<file path="config.mk">
export PLATFORM = sky130hd
export DESIGN_NAME = masked_per_pixel_mean
export DESIGN_NICKNAME = d
export VERILOG_FILES = /design/src/design/mpm_pkg.sv /design/src/design/masked_per_pixel_mean.sv /design/src/design/mpm_lane.sv /design/src/design/mpm_merge.sv /design/src/design/mpm_divide.sv
export SDC_FILE = /design/constraint.sdc
export NUM_CORES = 2
export LEC_CHECK = 0
export ABC_AREA = 0
export CAP_MARGIN = 20
export CORE_UTILIZATION = 50
export DETAILED_ROUTE_END_ITERATION = 16
export DONT_BUFFER_PORTS = 1
export GPL_TIMING_DRIVEN = 0
export SETUP_SLACK_MARGIN = 0.05
export SYNTH_ARGS = -nofsm -noshare
export SYNTH_HDL_FRONTEND = slang
export SYNTH_SLANG_ARGS = --single-unit
</file>
<file path="constraint.sdc">
create_clock -name clock -period 19.5 [get_ports clock]
set_input_delay 1.95 -clock clock [delete_from_list [all_inputs] [get_ports clock]]
set_output_delay 1.95 -clock clock [all_outputs]
set_load 0.01 [all_outputs]
</file>
<file path="src/design/mpm_pkg.sv">
// Shared types, widths and reciprocal table of the per-pixel masked mean block.
package mpm_pkg;

   localparam int LANES      = 8;
   localparam int SAMPLE_W   = 16;
   localparam int FRAC_BITS  = 8;
   localparam int MEAN_W     = 24;
   localparam int CNT_W      = 4;
   localparam int ACTIVE_W   = 4;
   localparam int IDX_W      = (LANES > 1) ? $clog2(LANES) : 1;
   localparam int SUM_W      = SAMPLE_W + IDX_W;
   localparam int ABS_W      = SUM_W;
   localparam int QUO_W      = ABS_W + FRAC_BITS;
   localparam int RECIP_K    = QUO_W;
   localparam int RECIP_W    = RECIP_K + 1;
   localparam int PROD_W     = ABS_W + RECIP_W;
   localparam int PROD_SHIFT = RECIP_K - FRAC_BITS;

   localparam int CSR_INDEX_W = 1;
   localparam int CSR_DATA_W  = 16;
   localparam logic [CSR_INDEX_W-1:0] CSR_NODATA = 1'b0;
   localparam logic [CSR_INDEX_W-1:0] CSR_ACTIVE = 1'b1;

   localparam logic signed [SAMPLE_W-1:0] NODATA_RESET = '0;
   localparam logic [ACTIVE_W-1:0]        ACTIVE_RESET = ACTIVE_W'(LANES);

   // floor(2^RECIP_K / c) for each count c from 1 to LANES
   localparam logic [RECIP_W-1:0] RECIP_ONE = RECIP_W'(1) << RECIP_K;
   localparam logic [RECIP_W-1:0] RECIP_2   = RECIP_ONE / 2;
   localparam logic [RECIP_W-1:0] RECIP_3   = RECIP_ONE / 3;
   localparam logic [RECIP_W-1:0] RECIP_4   = RECIP_ONE / 4;
   localparam logic [RECIP_W-1:0] RECIP_5   = RECIP_ONE / 5;
   localparam logic [RECIP_W-1:0] RECIP_6   = RECIP_ONE / 6;
   localparam logic [RECIP_W-1:0] RECIP_7   = RECIP_ONE / 7;
   localparam logic [RECIP_W-1:0] RECIP_8   = RECIP_ONE / 8;

   typedef struct packed {
      logic signed [SAMPLE_W-1:0] sample_0;
      logic signed [SAMPLE_W-1:0] sample_1;
      logic signed [SAMPLE_W-1:0] sample_2;
      logic signed [SAMPLE_W-1:0] sample_3;
      logic signed [SAMPLE_W-1:0] sample_4;
      logic signed [SAMPLE_W-1:0] sample_5;
      logic signed [SAMPLE_W-1:0] sample_6;
      logic signed [SAMPLE_W-1:0] sample_7;
   } req_payload_type;

   typedef struct packed {
      logic signed [MEAN_W-1:0] mean_value;
      logic [CNT_W-1:0]         valid_count;
   } rsp_payload_type;

   typedef struct packed {
      logic load_mag;
      logic load_prod;
      logic load_out;
   } div_ctl_type;

   function automatic logic [RECIP_W-1:0] recip(input logic [CNT_W-1:0] c);
      logic [RECIP_W-1:0] r;
      case (c)
         4'd1:    r = RECIP_ONE;
         4'd2:    r = RECIP_2;
         4'd3:    r = RECIP_3;
         4'd4:    r = RECIP_4;
         4'd5:    r = RECIP_5;
         4'd6:    r = RECIP_6;
         4'd7:    r = RECIP_7;
         4'd8:    r = RECIP_8;
         default: r = '0;
      endcase
      return r;
   endfunction

endpackage

</file>
<file path="src/design/masked_per_pixel_mean.sv">
// Per-pixel masked mean: eight sample lanes, merge stage and mean unit.
//
// req_*: one item per pixel, eight signed 16-bit samples, valid/ready.
// rsp_*: one item per request, signed mean with 8 fraction bits (truncated
//        toward zero, zero when no sample counts) and the count of samples used.
// csr_*: write-only registers, index 0 no-data value, index 1 active lane count.
//        Write only while no item is in flight.
// A request passes through the register stages lane mask, adder tree and
// count, magnitude and reciprocal lookup, reciprocal multiply, correction.
// Throughput is one item per cycle while rsp_ready allows; every stage is a
// register with its own valid bit, so a stalled response only backs up the
// stages behind it and bubbles ahead of it still fill.
// Reset clears all stage valid bits and loads the registers with no-data 0
// and eight active lanes. When rsp_ready is low, rsp_valid and rsp_data hold
// and req_ready drops once every stage holds an item.
module masked_per_pixel_mean
   import mpm_pkg::*;
(
   input  logic                   clock,
   input  logic                   reset,
   input  logic                   req_valid,
   output logic                   req_ready,
   input  req_payload_type        req_data,
   output logic                   rsp_valid,
   input  logic                   rsp_ready,
   output rsp_payload_type        rsp_data,
   input  logic                   csr_we,
   input  logic [CSR_INDEX_W-1:0] csr_index,
   input  logic [CSR_DATA_W-1:0]  csr_wdata
);

   localparam int STAGES = 5;
   localparam int ST_LANE = 0;
   localparam int ST_SUM  = 1;
   localparam int ST_MAG  = 2;
   localparam int ST_PROD = 3;
   localparam int ST_OUT  = 4;

   logic signed [SAMPLE_W-1:0] nodata_ff;
   logic [ACTIVE_W-1:0]        active_ff;

   logic [STAGES-1:0] valid_ff;
   logic [STAGES-1:0] valid_in;
   logic [STAGES-1:0] advance;

   logic signed [SAMPLE_W-1:0] sample     [LANES];
   logic signed [SAMPLE_W-1:0] lane_value [LANES];
   logic                       lane_used  [LANES];

   logic signed [SUM_W-1:0] sum;
   logic [CNT_W-1:0]        count;
   div_ctl_type             div_ctl;

   always_comb begin
      sample[0] = req_data.sample_0;
      sample[1] = req_data.sample_1;
      sample[2] = req_data.sample_2;
      sample[3] = req_data.sample_3;
      sample[4] = req_data.sample_4;
      sample[5] = req_data.sample_5;
      sample[6] = req_data.sample_6;
      sample[7] = req_data.sample_7;
   end

   // a stage may load when empty or when the stage after it moves on
   always_comb begin
      advance[STAGES-1] = !valid_ff[STAGES-1] || rsp_ready;
      for (int s = STAGES - 2; s >= 0; s--) begin
         advance[s] = !valid_ff[s] || advance[s+1];
      end
      valid_in[0] = req_valid;
      for (int s = 1; s < STAGES; s++) begin
         valid_in[s] = valid_ff[s-1];
      end
   end

   always_ff @(posedge clock) begin
      if (reset) begin
         valid_ff  <= '0;
         nodata_ff <= NODATA_RESET;
         active_ff <= ACTIVE_RESET;
      end else begin
         for (int s = 0; s < STAGES; s++) begin
            if (advance[s]) begin
               valid_ff[s] <= valid_in[s];
            end
         end
         if (csr_we) begin
            case (csr_index)
               CSR_NODATA: nodata_ff <= csr_wdata[SAMPLE_W-1:0];
               CSR_ACTIVE: active_ff <= csr_wdata[ACTIVE_W-1:0];
               default:    ;
            endcase
         end
      end
   end

   for (genvar i = 0; i < LANES; i++) begin : g_lane
      mpm_lane u_lane (
         .clock        (clock),
         .load         (advance[ST_LANE]),
         .lane_index   (IDX_W'(i)),
         .active_lanes (active_ff),
         .nodata_value (nodata_ff),
         .sample       (sample[i]),
         .value_ff     (lane_value[i]),
         .used_ff      (lane_used[i])
      );
   end

   mpm_merge u_merge (
      .clock      (clock),
      .load       (advance[ST_SUM]),
      .lane_value (lane_value),
      .lane_used  (lane_used),
      .sum_ff     (sum),
      .count_ff   (count)
   );

   always_comb begin
      div_ctl.load_mag  = advance[ST_MAG];
      div_ctl.load_prod = advance[ST_PROD];
      div_ctl.load_out  = advance[ST_OUT];
   end

   mpm_divide u_divide (
      .clock     (clock),
      .ctl       (div_ctl),
      .sum       (sum),
      .count     (count),
      .result_ff (rsp_data)
   );

   assign req_ready = advance[ST_LANE];
   assign rsp_valid = valid_ff[ST_OUT];

endmodule

</file>
<file path="src/design/mpm_lane.sv">
// One sample lane: drop samples of inactive lanes and no-data samples.
module mpm_lane
   import mpm_pkg::*;
(
   input  logic                       clock,
   input  logic                       load,
   input  logic [IDX_W-1:0]           lane_index,
   input  logic [ACTIVE_W-1:0]        active_lanes,
   input  logic signed [SAMPLE_W-1:0] nodata_value,
   input  logic signed [SAMPLE_W-1:0] sample,
   output logic signed [SAMPLE_W-1:0] value_ff,
   output logic                       used_ff
);

   logic                       used_in;
   logic signed [SAMPLE_W-1:0] value_in;

   always_comb begin
      used_in  = (ACTIVE_W'(lane_index) < active_lanes) && (sample != nodata_value);
      // zero out dropped samples so the adder tree needs no mask
      value_in = used_in ? sample : '0;
   end

   always_ff @(posedge clock) begin
      if (load) begin
         value_ff <= value_in;
         used_ff  <= used_in;
      end
   end

endmodule

</file>
<file path="src/design/mpm_merge.sv">
// Merge stage: sum the lane values and count the lanes that took part.
module mpm_merge
   import mpm_pkg::*;
(
   input  logic                       clock,
   input  logic                       load,
   input  logic signed [SAMPLE_W-1:0] lane_value [LANES],
   input  logic                       lane_used  [LANES],
   output logic signed [SUM_W-1:0]    sum_ff,
   output logic [CNT_W-1:0]           count_ff
);

   logic signed [SUM_W-1:0] sum_in;
   logic [CNT_W-1:0]        count_in;

   always_comb begin
      sum_in   = '0;
      count_in = '0;
      for (int i = 0; i < LANES; i++) begin
         sum_in   = sum_in + SUM_W'(lane_value[i]);
         count_in = count_in + CNT_W'(lane_used[i]);
      end
   end

   always_ff @(posedge clock) begin
      if (load) begin
         sum_ff   <= sum_in;
         count_ff <= count_in;
      end
   end

endmodule

</file>
<file path="src/design/mpm_divide.sv">
// Mean unit: |sum| * 256 / count by reciprocal multiply and one correction step.
module mpm_divide
   import mpm_pkg::*;
(
   input  logic                    clock,
   input  div_ctl_type             ctl,
   input  logic signed [SUM_W-1:0] sum,
   input  logic [CNT_W-1:0]        count,
   output rsp_payload_type         result_ff
);

   // magnitude stage
   logic [ABS_W-1:0]   mag_ff, mag_in;
   logic               neg_ff;
   logic [CNT_W-1:0]   cnt_ff;
   logic [RECIP_W-1:0] recip_ff;

   // product stage
   logic [ABS_W-1:0]   mag2_ff;
   logic               neg2_ff;
   logic [CNT_W-1:0]   cnt2_ff;
   logic [QUO_W-1:0]   quo_ff;
   logic [PROD_W-1:0]  prod;

   // correction stage
   logic [QUO_W+CNT_W-1:0] numer;
   logic [QUO_W+CNT_W-1:0] back;
   logic [QUO_W+CNT_W-1:0] rem;
   logic [QUO_W-1:0]       quo_fix;
   logic [MEAN_W-1:0]      mag_mean;
   rsp_payload_type        result_in;

   always_comb begin
      mag_in = sum[SUM_W-1] ? ABS_W'(-sum) : ABS_W'(sum);
   end

   always_comb begin
      prod = PROD_W'(mag_ff) * PROD_W'(recip_ff);
   end

   always_comb begin
      numer    = (QUO_W+CNT_W)'({mag2_ff, {FRAC_BITS{1'b0}}});
      back     = (QUO_W+CNT_W)'(quo_ff) * (QUO_W+CNT_W)'(cnt2_ff);
      rem      = numer - back;
      // estimate is short by at most one
      quo_fix  = (rem >= (QUO_W+CNT_W)'(cnt2_ff)) ? quo_ff + QUO_W'(1) : quo_ff;
      mag_mean = quo_fix[MEAN_W-1:0];
      if (cnt2_ff == '0) begin
         result_in.mean_value = '0;
      end else if (neg2_ff) begin
         result_in.mean_value = -$signed(mag_mean);
      end else begin
         result_in.mean_value = $signed(mag_mean);
      end
      result_in.valid_count = cnt2_ff;
   end

   always_ff @(posedge clock) begin
      if (ctl.load_mag) begin
         mag_ff   <= mag_in;
         neg_ff   <= sum[SUM_W-1];
         cnt_ff   <= count;
         recip_ff <= recip(count);
      end
      if (ctl.load_prod) begin
         mag2_ff <= mag_ff;
         neg2_ff <= neg_ff;
         cnt2_ff <= cnt_ff;
         quo_ff  <= prod[QUO_W+PROD_SHIFT-1:PROD_SHIFT];
      end
      if (ctl.load_out) begin
         result_ff <= result_in;
      end
   end

endmodule

</file>
### After elaboration in Yosys (flattened, before gate mapping)

Memory sizes are Yosys's and may differ from the RTL's. A register that Yosys moved wholly into a read port is not among the register bits.
Cells that the tools add are included.

| word-level totals | value |
|---|---|
| register bits | 287 |
| bits in read-only memories | 448 |
| word-level logic and storage cells | 98 |
| memories kept | 1 |

| operators by class | value |
|---|---|
| add/subtract/negate cells | 18 |
| multiply operators | 2 |
| magnitude comparators | 9 |
| equal/unequal tests | 8 |
| muxes and demuxes | 3 |
| bitwise logic cells | 1 |
| reduce and logical (&&, ||, !) cells | 21 |

Memory list:

| memory | depth | bits a word | rd ports | clocked after memory_dff | wr ports | RTL line | source |
|---|---|---|---|---|---|---|---|
| (no name shown) | 16 | 28 | 1 | 1 | 0 | mpm_pkg.sv:61 | `case (c)` |

Operators with widths:

| kind | count |
|---|---|
| != test 16 bit | 8 |
| adder 19 x 16 -> 19 bit | 5 |
| 2-to-1 mux 24 bit | 2 |
| multiplier 19 x 28 -> 46 bit | 1 |
| greater-or-equal comparator 31 x 4 -> 1 bit | 1 |
| multiplier 27 x 4 -> 31 bit | 1 |
| subtractor 27 x 31 -> 31 bit | 1 |
| adder 24 x 1 -> 24 bit, second input constant | 1 |
| adder 4 x 1 -> 4 bit | 6 |
| negation 24 bit | 1 |
| negation 19 bit | 1 |
| adder 17 x 16 -> 18 bit | 1 |
| 2-to-1 mux 18 bit | 1 |
| adder 16 x 16 -> 17 bit | 1 |
| < comparator 3 x 4 -> 1 bit, first input constant | 4 |
| logical AND 1 bit | 8 |
| < comparator 1 x 4 -> 1 bit, first input constant | 2 |
| < comparator 2 x 4 -> 1 bit, first input constant | 2 |
| logical NOT 1 bit | 5 |
| logical OR 1 bit | 5 |
| logical NOT 4 bit | 1 |
| AND reduction 2 bit | 2 |
| adder 1 x 1 -> 2 bit | 1 |
| inverter 1 bit | 1 |

### Logic depth before layout (Yosys ltp)

| depth | value |
|---|---|
| word-level depth | 7 |
| depth in mapped cells | 30 |

### Hierarchy

From an unflattened synthesis, not the netlist that was laid out.

| unflattened totals | value |
|---|---|
| cells, all modules | 3409 |
| area total of the unflattened synthesis | 35093.7 µm² |

Modules (own cells, without submodules):

| module | instances | cells an instance | area an instance (µm²) |
|---|---|---|---|
| mpm_divide | 1 | 2324 | 22502.8 |
| mpm_lane | 8 | 65 | 898.4 |
| mpm_merge | 1 | 452 | 4426.7 |
| masked_per_pixel_mean | 1 | 113 | 977.2 |

### Worst setup path after synthesis

OpenSTA, ideal clock, no wires.

| timing path | value |
|---|---|
| path kind | in2out |
| start | input rsp_ready |
| end | output req_ready |
| data arrival time | 5.540 ns |
| data required time | 17.550 ns |
| path slack | 12.010 ns |
| stages on the path | 3 |
| path buffers | 0 |
| cell sequence | nor2b_1 and3_1 nand3_1 |

| between the ends | value |
|---|---|
| longest elaborated chain between the ends | 5 |

RTL lines:

| element | RTL line | source |
|---|---|---|
| start: declaration | masked_per_pixel_mean.sv:25 | `input logic rsp_ready,` |
| logical OR 1 bit | masked_per_pixel_mean.sv:67 | `advance[STAGES-1] = !valid_ff[STAGES-1] \|\| rsp_ready;` |
| logical OR 1 bit (4 in series) | masked_per_pixel_mean.sv:69 | `advance[s] = !valid_ff[s] \|\| advance[s+1];` |
| end: declaration | masked_per_pixel_mean.sv:22 | `output logic req_ready,` |

Every way passes these cells.

### Final worst setup path

| timing path | value |
|---|---|
| start | register u_divide.recip_ff[12] |
| end | register u_divide.quo_ff[26], data pin |

| between the ends | value |
|---|---|
| longest elaborated chain between the ends | 1 |

RTL lines:

| element | RTL line | source |
|---|---|---|
| start: declaration | mpm_divide.sv:16 | `logic [RECIP_W-1:0] recip_ff;` |
| multiplier 19 x 28 -> 46 bit | mpm_divide.sv:38 | `prod = PROD_W'(mag_ff) * PROD_W'(recip_ff);` |
| net u_divide.prod[45] | mpm_divide.sv:23 | `logic [PROD_W-1:0] prod;` |
| end signal: assignment | mpm_divide.sv:69 | `quo_ff <= prod[QUO_W+PROD_SHIFT-1:PROD_SHIFT];` |
| end: declaration | mpm_divide.sv:22 | `logic [QUO_W-1:0] quo_ff;` |

The timed path passes the listed nets, and every way through them passes these cells.
A chain may end at the register's enable or synchronous reset.

==> impl_metrics.env <==
export IMPL_drive_gt1_frac=0.0321
export IMPL_cts_tree="done"
export IMPL_grt_pass1_wl_um=156000
export IMPL_drc_errors=0
export IMPL_viasPerCell=5.50
export IMPL_cts_buffer_depth=3
export IMPL_clock_latency_ns=0.60
export IMPL_worstMarginPinSlew_ns=1.05
export IMPL_slowest_stage="clkbuf_1"
export IMPL_hp_class="reg -> reg"
export IMPL_portBuffers=0
export IMPL_crit_type="reg -> reg"
export IMPL_grt_max_degree=69
export IMPL_r2r_end="u_divide.quo_ff[26]$_DFFE_PP_"
export IMPL_synth_cell_type_count=85
export IMPL_area_delta_synth_final_pct=7.64
export IMPL_synth_warnings=0
export IMPL_drv_cap=0
export IMPL_fin_crit_sh=0.483
export IMPL_fin_crit_ns=9.42
export IMPL_hpwl_um=87400
export IMPL_slowest_delay_ns=0.68
export IMPL_worstPathArrival_ns=9.74
export IMPL_routed_wl_um=103000
export IMPL_cpMostUsedCell="fa_1"
export IMPL_grt_pass1_vias=25789
export IMPL_async_flop_share=0
export IMPL_cts_sink_count=299
export IMPL_design_area_um2=36700
export IMPL_fin_hold_ws_ns=0.419
export IMPL_ys_ff_latch=299
export IMPL_die_h_um=263
export IMPL_first_iter_violations=1583
export IMPL_core_um2=67300
export IMPL_finalClockSkew_ns=0.0572
export IMPL_syn_area_um2=34100
export IMPL_syn_mean_instance_area_um2=10.2
export IMPL_reg2reg_from="u_divide.recip_ff[12]$_SDFFCE_PP0P_"
export IMPL_status="complete, no violations"
export IMPL_syn_nets=4226
export IMPL_synthTopCellsByCount="673 x inv_1, 508 x fa_1, 300 x and2_1"
export IMPL_holdPathEnd="u_divide.cnt2_ff[2]$_DFFE_PP_"
export IMPL_dieArea_um2=69300
export IMPL_r2r_setup_slack_ns=10.08
export IMPL_fillerInstances=6096
export IMPL_wl_per_cell_um=23.9
export IMPL_placed_area_um2=35300
export IMPL_ys_flop_type="edfxtp_1"
export IMPL_num_vias=23678
export IMPL_row_count=95
export IMPL_yosysMostFrequentCell="inv_1"
export IMPL_finalSetupTns_ns=0
export IMPL_hold_start="u_divide.cnt_ff[2]$_DFFE_PP_"
export IMPL_final_cells=4303
export IMPL_synth_top_area_share=0.298
export IMPL_grt_setup_unrepaired="false"
export IMPL_critPathRequiredTime_ns=19.82
export IMPL_dp_cells=4233
export IMPL_hold_depth=0
export IMPL_floorplan_initialDensity=0.507
export IMPL_path_max_fanout=10
export IMPL_hold_violations=0
export IMPL_synth_cells=3355
export IMPL_postCtsHoldBufs=0
export IMPL_root_buffer="clkbuf_16"
export IMPL_cts_resized=0
export IMPL_yosysSeqAreaShare=0.256
export IMPL_die_x_um=263
export IMPL_reg2reg_depth=28
export IMPL_ioPinCount=180
export IMPL_synth_edff_count=274
export IMPL_clock_fmax_mhz=106
export IMPL_cts_made_buffers=37
export IMPL_place_gp_congestion=0.995
export IMPL_synth_top_cell_by_area="fa_1"
export IMPL_worst_setup_path_end_kind="flop"
export IMPL_layout_nets=4271
export IMPL_start_kind="flop"
export IMPL_finalSetupViolCount=0
export IMPL_grtUsageTotal=0.305
export IMPL_slew_viol_final=0
export IMPL_drt_first_pass_iters=5
export IMPL_synth_area_leaders="fa_1 30%, edfxtp_1 24%, ha_1 7.8%"
export IMPL_max_slew_margin=0.302
export IMPL_post_cts_buffers=0
export IMPL_htree_levels=2
export IMPL_ant_nets=0
export IMPL_clk_pin_slew_worst_paths_ns=0.06
export IMPL_overflow=0
export IMPL_antenna_found_initial=2
-- state kept, by name (all words and copies together), names as in the netlist, 5 cells and up --
name / count
u_merge.sum_ff: 19
u_divide.mag2_ff: 19
g_lane.u_lane.used_ff: 8
g_lane.u_lane.value_ff: 128
valid_ff: 5
u_divide.recip_ff: 12
u_divide.result_ff: 28
u_divide.quo_ff: 27
nodata_ff: 16
u_divide.mag_ff: 19
-- layout make-up --
type,instances,area (µm²),area share
multi-input combinational,2252,22300,0.609
sequential,299,8730,0.238
inverter,673,2530,0.0688
tap,873,1090,0.0298
clock buffer,49,1090,0.0296
buffer,131,520,0.0142
clock inverter,19,283,0.00770
timing repair buffer,6,128,0.00348
antenna,1,2.50,0.0000682
-- worst max path at each step --
stage | to | from | slack, ns
after detailed placement | u_divide.quo_ff[26]$_DFFE_PP_ | u_divide.recip_ff[12]$_SDFFCE_PP0P_ | 10.19
after floorplan | req_ready | rsp_ready | 12.01
after global placement | u_divide.quo_ff[26]$_DFFE_PP_ | u_divide.recip_ff[12]$_SDFFCE_PP0P_ | 10.20
after CTS | u_divide.quo_ff[26]$_DFFE_PP_ | u_divide.recip_ff[12]$_SDFFCE_PP0P_ | 10.19
final | u_divide.quo_ff[26]$_DFFE_PP_ | u_divide.recip_ff[12]$_SDFFCE_PP0P_ | 10.08
after global routing | u_divide.quo_ff[26]$_DFFE_PP_ | u_divide.recip_ff[12]$_SDFFCE_PP0P_ | 9.74
-- layout by cell type (no fill, tap or decap), drive strengths merged, types with 6 or more instances in the layout --
| cell type | instances |
|---|---|
| nor3 | 29 |
| o21ai | 57 |
| o211ai | 9 |
| xnor2 | 216 |
| and2 | 301 |
| xor2 | 41 |
| or3 | 10 |
| nand4 | 61 |
| o31ai | 10 |
| clkinv | 11 |
| o21a | 16 |
| nand2 | 278 |
| a21boi | 8 |
| a211o | 9 |
| clkbuf | 167 |
| o21bai | 10 |
| and4 | 7 |
| inv | 674 |
| nor2b | 20 |
| buf | 19 |
| o22ai | 6 |
| nor2 | 108 |
| a21o | 25 |
| and3 | 23 |
| edfxtp | 274 |
| nand3b | 6 |
| a31oi | 13 |
| a211oi | 9 |
| ha | 213 |
| nand3 | 33 |
| nand2b | 16 |
| dfxtp | 25 |
| a21oi | 110 |
| mux2i | 12 |
| nor4 | 18 |
| fa | 508 |
-- per-stage QoR --
stage / utilization / setup slack, ns
floorplan: - / 12.01
detailed placement: 0.525 / 10.19
global placement: 0.523 / 10.20
finish: 0.546 / 10.08
CTS: 0.545 / 10.19
global route: 0.546 / 9.74
-- per-layer routing --
layer	wire, µm	global-route usage
met3	5640	0.0478
met1	40800	0.370
met5	0	0
met4	4170	0.112
met2	52000	0.547
-- worst max-delay path, delay by kind of cell, from the launching register on --
family	cells	cell delay [ns]
adder cells (fa/ha/maj)	7	3.56
AO/OA/AOI/OAI	10	2.82
buffers and inverters	7	1.59
AND/OR/NAND/NOR	3	0.57
flip-flops	1	0.49
XOR/XNOR	1	0.13
-- cells by family after synthesis --
family,Yosys count,share of synthesized area
adders and majority gates,721,0.376
DFF,299,0.256
muxes,16,0.00484
AOI/OAI and AO/OA,328,0.0643
xor gates and xnor gates,258,0.0667
and+or+nand+nor,929,0.143
buffers and inverters,804,0.0893
Power is left out: the tool's default activity adds up to more than one toggle a clock period on the data nets, which glitch-free logic cannot reach.
